### src/rtl/spst_pkg.sv
package spst_pkg;

    localparam logic [1:0] OP_SPRITE = 2'd0;
    localparam logic [1:0] OP_FRAME  = 2'd1;
    localparam logic [1:0] OP_RUN    = 2'd2;
    localparam logic [1:0] OP_READ   = 2'd3;

    localparam logic [2:0] CFG_ADD_TO_INPUT  = 3'd0;
    localparam logic [2:0] CFG_COLORIZE      = 3'd1;
    localparam logic [2:0] CFG_MAX_PARTICLES = 3'd2;
    localparam logic [2:0] CFG_FRAME_WIDTH   = 3'd3;
    localparam logic [2:0] CFG_FRAME_HEIGHT  = 3'd4;
    localparam logic [2:0] CFG_SPRITE_WIDTH  = 3'd5;
    localparam logic [2:0] CFG_SPRITE_HEIGHT = 3'd6;

    localparam int CFG_DW = 11;

    typedef struct packed {
        logic load_sprite;
        logic load_frame;
        logic read_issue;
        logic resp_load;
        logic run_start;
        logic scan_start;
        logic frame_rd;
        logic copy_wr;
        logic pix_adv;
        logic stamp_init;
        logic stamp_rd;
        logic stamp_wr;
        logic stamp_adv;
        logic placed_inc;
    } cmd_t;

    typedef struct packed {
        logic pix_last;
        logic pix_lit;
        logic st_last;
        logic st_inb;
        logic placed_full;
    } sts_t;

endpackage

### src/rtl/spst_ctrl.sv
module spst_ctrl
(
    input  logic               clk,
    input  logic               rst_n,
    input  logic               in_valid,
    output logic               in_stall,
    input  logic [1:0]         opcode,
    output logic               out_valid,
    input  logic               out_stall,
    input  spst_pkg::sts_t     sts,
    output spst_pkg::cmd_t     cmd
);

    typedef enum logic [8:0] {
        ST_IDLE  = 9'b000000001,
        ST_RESP  = 9'b000000010,
        ST_C_RD  = 9'b000000100,
        ST_C_WR  = 9'b000001000,
        ST_S_RD  = 9'b000010000,
        ST_S_CHK = 9'b000100000,
        ST_T_RD  = 9'b001000000,
        ST_T_WR  = 9'b010000000,
        ST_T_END = 9'b100000000
    } state_t;

    state_t state_reg, state_next;
    logic   out_valid_reg, out_valid_next;
    logic   accept;

    assign in_stall  = (state_reg != ST_IDLE) || out_valid_reg;
    assign accept    = in_valid && !in_stall;
    assign out_valid = out_valid_reg;

    always_comb
    begin
        state_next = state_reg;
        cmd        = '0;
        unique case (state_reg)
            ST_IDLE:
            begin
                if (accept)
                begin
                    unique case (opcode)
                        spst_pkg::OP_SPRITE: cmd.load_sprite = 1'b1;
                        spst_pkg::OP_FRAME:  cmd.load_frame  = 1'b1;
                        spst_pkg::OP_RUN:
                        begin
                            cmd.run_start = 1'b1;
                            state_next    = ST_C_RD;
                        end
                        spst_pkg::OP_READ:
                        begin
                            cmd.read_issue = 1'b1;
                            state_next     = ST_RESP;
                        end
                        default: ;
                    endcase
                end
            end
            ST_RESP:
            begin
                cmd.resp_load = 1'b1;
                state_next    = ST_IDLE;
            end
            ST_C_RD:
            begin
                cmd.frame_rd = 1'b1;
                state_next   = ST_C_WR;
            end
            ST_C_WR:
            begin
                cmd.copy_wr = 1'b1;
                if (sts.pix_last)
                begin
                    cmd.scan_start = 1'b1;
                    state_next     = ST_S_RD;
                end
                else
                begin
                    cmd.pix_adv = 1'b1;
                    state_next  = ST_C_RD;
                end
            end
            ST_S_RD:
            begin
                cmd.frame_rd = 1'b1;
                state_next   = ST_S_CHK;
            end
            ST_S_CHK:
            begin
                if (sts.pix_lit)
                begin
                    cmd.stamp_init = 1'b1;
                    state_next     = ST_T_RD;
                end
                else if (sts.pix_last)
                begin
                    state_next = ST_IDLE;
                end
                else
                begin
                    cmd.pix_adv = 1'b1;
                    state_next  = ST_S_RD;
                end
            end
            ST_T_RD:
            begin
                if (sts.st_inb)
                begin
                    cmd.stamp_rd = 1'b1;
                    state_next   = ST_T_WR;
                end
                else
                begin
                    cmd.stamp_adv = 1'b1;
                    if (sts.st_last)
                        state_next = ST_T_END;
                end
            end
            ST_T_WR:
            begin
                cmd.stamp_wr  = 1'b1;
                cmd.stamp_adv = 1'b1;
                state_next    = sts.st_last ? ST_T_END : ST_T_RD;
            end
            ST_T_END:
            begin
                cmd.placed_inc = 1'b1;
                if (sts.placed_full || sts.pix_last)
                begin
                    state_next = ST_IDLE;
                end
                else
                begin
                    cmd.pix_adv = 1'b1;
                    state_next  = ST_S_RD;
                end
            end
            default: state_next = ST_IDLE;
        endcase
    end

    always_comb
    begin
        out_valid_next = out_valid_reg;
        if (state_reg == ST_RESP)
            out_valid_next = 1'b1;
        else if (out_valid_reg && !out_stall)
            out_valid_next = 1'b0;
    end

    always_ff @(posedge clk or negedge rst_n)
    begin
        if (!rst_n)
        begin
            state_reg     <= ST_IDLE;
            out_valid_reg <= 1'b0;
        end
        else
        begin
            state_reg     <= state_next;
            out_valid_reg <= out_valid_next;
        end
    end

endmodule

### config.mk
export PLATFORM = sky130hd
export DESIGN_NAME = spst_ctrl
export DESIGN_NICKNAME = d
export VERILOG_FILES = /design/src/rtl/spst_pkg.sv /design/src/rtl/spst_ctrl.sv
export SDC_FILE = /design/constraint.sdc
export NUM_CORES = 1
export LEC_CHECK = 0
export ABC_AREA = 1
export BUFFER_PORTS_ARGS = -buffer_cell sky130_fd_sc_hd__buf_4
export CAP_MARGIN = 20
export CORE_MARGIN = 4
export CORE_UTILIZATION = 52
export DETAILED_ROUTE_END_ITERATION = 7
export GPL_TIMING_DRIVEN = 0
export PLACE_DENSITY = 0.83
export SLEW_MARGIN = 20
export SYNTH_ARGS = -nofsm -noshare
export SYNTH_HDL_FRONTEND = slang
export SYNTH_SLANG_ARGS = --single-unit
export TNS_END_PERCENT = 20
### constraint.sdc
create_clock -name clk -period 3.5 [get_ports clk]
set_input_delay 0.175 -clock clk [delete_from_list [all_inputs] [get_ports clk]]
set_output_delay 0.175 -clock clk [all_outputs]
set_load 0.02 [all_outputs]
==> impl_results.md <==
- F_max: 527 MHz
- Post-cts resize count: 0
- Final worst-path cycle share: 54.3%
- Crit-path max FO: 5
- Max FFs per register: 9
- Crit path kind: register to primary output
- Via count: 848
- Post-CTS setup buffers: 0
- Endpoints failing setup: 0
- Sequential element share of the synthesized area: 32.5%
- Least-Margin Pin Slew: 0.472 ns
- Mean Syn Cell Area: 6.19 um2
- Fillcell total: 110
- HPWL after detailed placement: 1.55 mm
- # IOs: 27
- CTS tree: yes
- Synth Instances: 125
- Worst-Skew Late Latency: 0.28 ns
- Combinational share of power: 49.5%
- CP Buf/Inv Count: 2
- Area of the multi-input gates: 409 um2
- Crit-path cells: nor2_1 -> nand2_1 -> inv_2 -> nand2_4 -> nor2_4 -> nand2_4 -> nor2_4 -> nand2_2 -> nor2_1 -> buf_4
- Power share of the clock group: 21.3%
- Cts hold-fix bufs: 1
- Area grow syn2layout: 33.7%
- Total clock sinks: 10
- Vias in the first global route: 770
- Switching Share: 43.4%
- Post-Place Setup Slack: 1.90 ns
- Post-Syn Area: 773 um2
- Full die area: 2170 um2
- 1st-iter DRT viols: 35
- Final hold slack: 0.101 ns
- Die width: 46.6 um
- Antenna violations before repair: 0
- Routed Antenna Nets: 0
- Synth cell types: 19
- LEAKAGE: 0.623 nW
- # DRC: 0
- Total wire length: 2.04 mm
- Clock skew: 0.00128 ns
- ANT cells: 0
- Clock Path Buffers: 2
- Root Buffer: clkbuf_4
- CP max stage delay: 0.44 ns
- NumNets Final: 168
- Worst-path clk slew: 0.08 ns
- Part of the power in registers: 29.2%
- Hold Vio Cnt, Final: 0
- Max Cap Violations: 0
- Status: finished clean
- Power Density: 512 nW/um2
- First-pass GRT wire length: 3.11 mm
- Worst Setup End Kind: primary output
- Sw Pwr: 0.000229 W
- Layout cell share with drive strength beyond 1: 25.6%
- Total CTS buffers: 3
- Core box area: 1350 um2
- Placed Area: 987 um2
- GRT Total Usage: 20.3%
- Die Ht: 46.6 um
- Final worst setup slack: 1.60 ns
- Maximum vdd drop: 0.303 mV
- Class of the worst hold path: primary input to register
- Worst EP arrival: 1.72 ns
- YS warnings: 0
- Pin count of the biggest net entering global routing: 11
- Synthesis-stage register bit count: 10
- Setup_tns: 0 ns
- CP startpoint kind: register
- Cell area after layout: 1030 um2
- Drt first pass iters: 4
- Final min period: 1.90 ns
- RSZ-0062 raised after global routing: false
- H-Tree Depth: 1
- Required time worst endpoint: 3.32 ns
- Post-DR vias/cell: 4.96
- Internal power: 0.000299 W
- Largest delay share family, worst path: simple AND/OR/NAND/NOR gates
- Commonest non-fill, non-tap cells in the layout: inv_1 (27), nor2_1 (27), nand2_1 (27), buf_4 (27), nand3_1 (12)
- WL per Instance: 11.9 um
- FF+latch area: 251 um2
- # port buffers: 26
- Site row count: 13
- Syn nets: 136
- Worst path slowest cell: dfrtp_1
- Relative slew margins: 68.3%
- Congestion Overflow GR: 0
- Initial Utilization: 57.3%
- Gpl congestion: 0.839
- Final Max Slew Viols: 0
[Yosys cell counts]
| library cell | count | share of area (%) |
|---|---|---|
| inv_1 | 27 | 13 |
| nand2_1 | 27 | 13 |
| nor2_1 | 27 | 13 |
| nand3_1 | 12 | 7.8 |
| dfrtp_1 | 9 | 29 |
| nor3_1 | 4 | 2.6 |
| nand4_1 | 3 | 2.4 |
| nand2_4 | 2 | 2.9 |
| nand3b_1 | 2 | 1.9 |
| nor2_4 | 2 | 2.9 |
| o21ai_0 | 2 | 1.3 |
| buf_4 | 1 | 0.97 |
| dfstp_2 | 1 | 3.4 |
| inv_2 | 1 | 0.48 |
| nand2_2 | 1 | 0.81 |
| nor2_2 | 1 | 0.81 |
| nor3_2 | 1 | 1.3 |
| o211ai_1 | 1 | 0.97 |
| o31ai_1 | 1 | 0.97 |
[power by group through the flow]
stage                     Combinational [W]  Clock, W  Sequential [W]
after floorplan                    0.000184         0        0.000155
after global placement             0.000254         0        0.000156
after detailed placement           0.000261         0        0.000156
after CTS                          0.000264  0.000110        0.000154
after global routing               0.000290  0.000116        0.000157
final                              0.000262  0.000112        0.000155
[worst reg2reg max path, cell delays in order (launching register included)]
cell	delay, ns
dfrtp_1	0.44
nor3_1	0.45
nand3_1	0.17
nand2_1	0.11
nor2_1	0.05
nand2_1	0.06
nand3_1	0.06
[layer usage]
| metal | GRT usage (%) | routed length, um | vias to the layer above |
|---|---|---|---|
| met2 | 34.6 | 1030 | 27 |
| met3 | 2.73 | 97 | 5 |
| met4 | 8.52 | 29 | 0 |
| met5 | 0 | 0 | - |
| met1 | 25.1 | 881 | 374 |
| li1 | - | - | 442 |
[through the flow]
step                      instances  power (W)  utilization (%)
final                           171   0.000529             76.6
after global routing            171   0.000563             76.6
after CTS                       171   0.000528             76.6
after detailed placement        166   0.000417             73.1
after global placement          166   0.000409             73.1
after floorplan                 125   0.000339                -
[cell families after synthesis]
| kind of cell | Yosys count | synth area share [%] |
|---|---|---|
| compound gates | 4 | 3.24 |
| buf+inv | 29 | 14.6 |
| flops | 10 | 32.5 |
| simple gates | 82 | 49.7 |
[final cells by class]
type                       count  area share (%)
buffer                         1           0.726
timing repair buffer          27            19.9
multi-input combinational     86            39.6
inverter                      28            10.2
clock buffer                   4            3.51
tap                           15            1.82
sequential                    10            24.3
[final timing paths]
| check | from | end | slack, ns | cells past startpoint |
|---|---|---|---|---|
| min in group asynchronous | rst_n | state_reg[5]$_DFFE_PN0P_ | 0.26 | 2 |
| worst max-delay path | state_reg[7]$_DFFE_PN0P_ | cmd[13] | 1.60 | 10 |
| worst max register to register | state_reg[7]$_DFFE_PN0P_ | state_reg[0]$_DFFE_PN1P_ | 2.09 | 6 |
| worst min-delay path | out_stall | out_valid$_DFFE_PN0P_ | 0.10 | 3 |
| worst min register to register | out_valid$_DFFE_PN0P_ | out_valid$_DFFE_PN0P_ | 0.56 | 2 |
| max in group asynchronous | rst_n | state_reg[0]$_DFFE_PN1P_ | 3.01 | 2 |
Power figures use the tool's default switching activity.
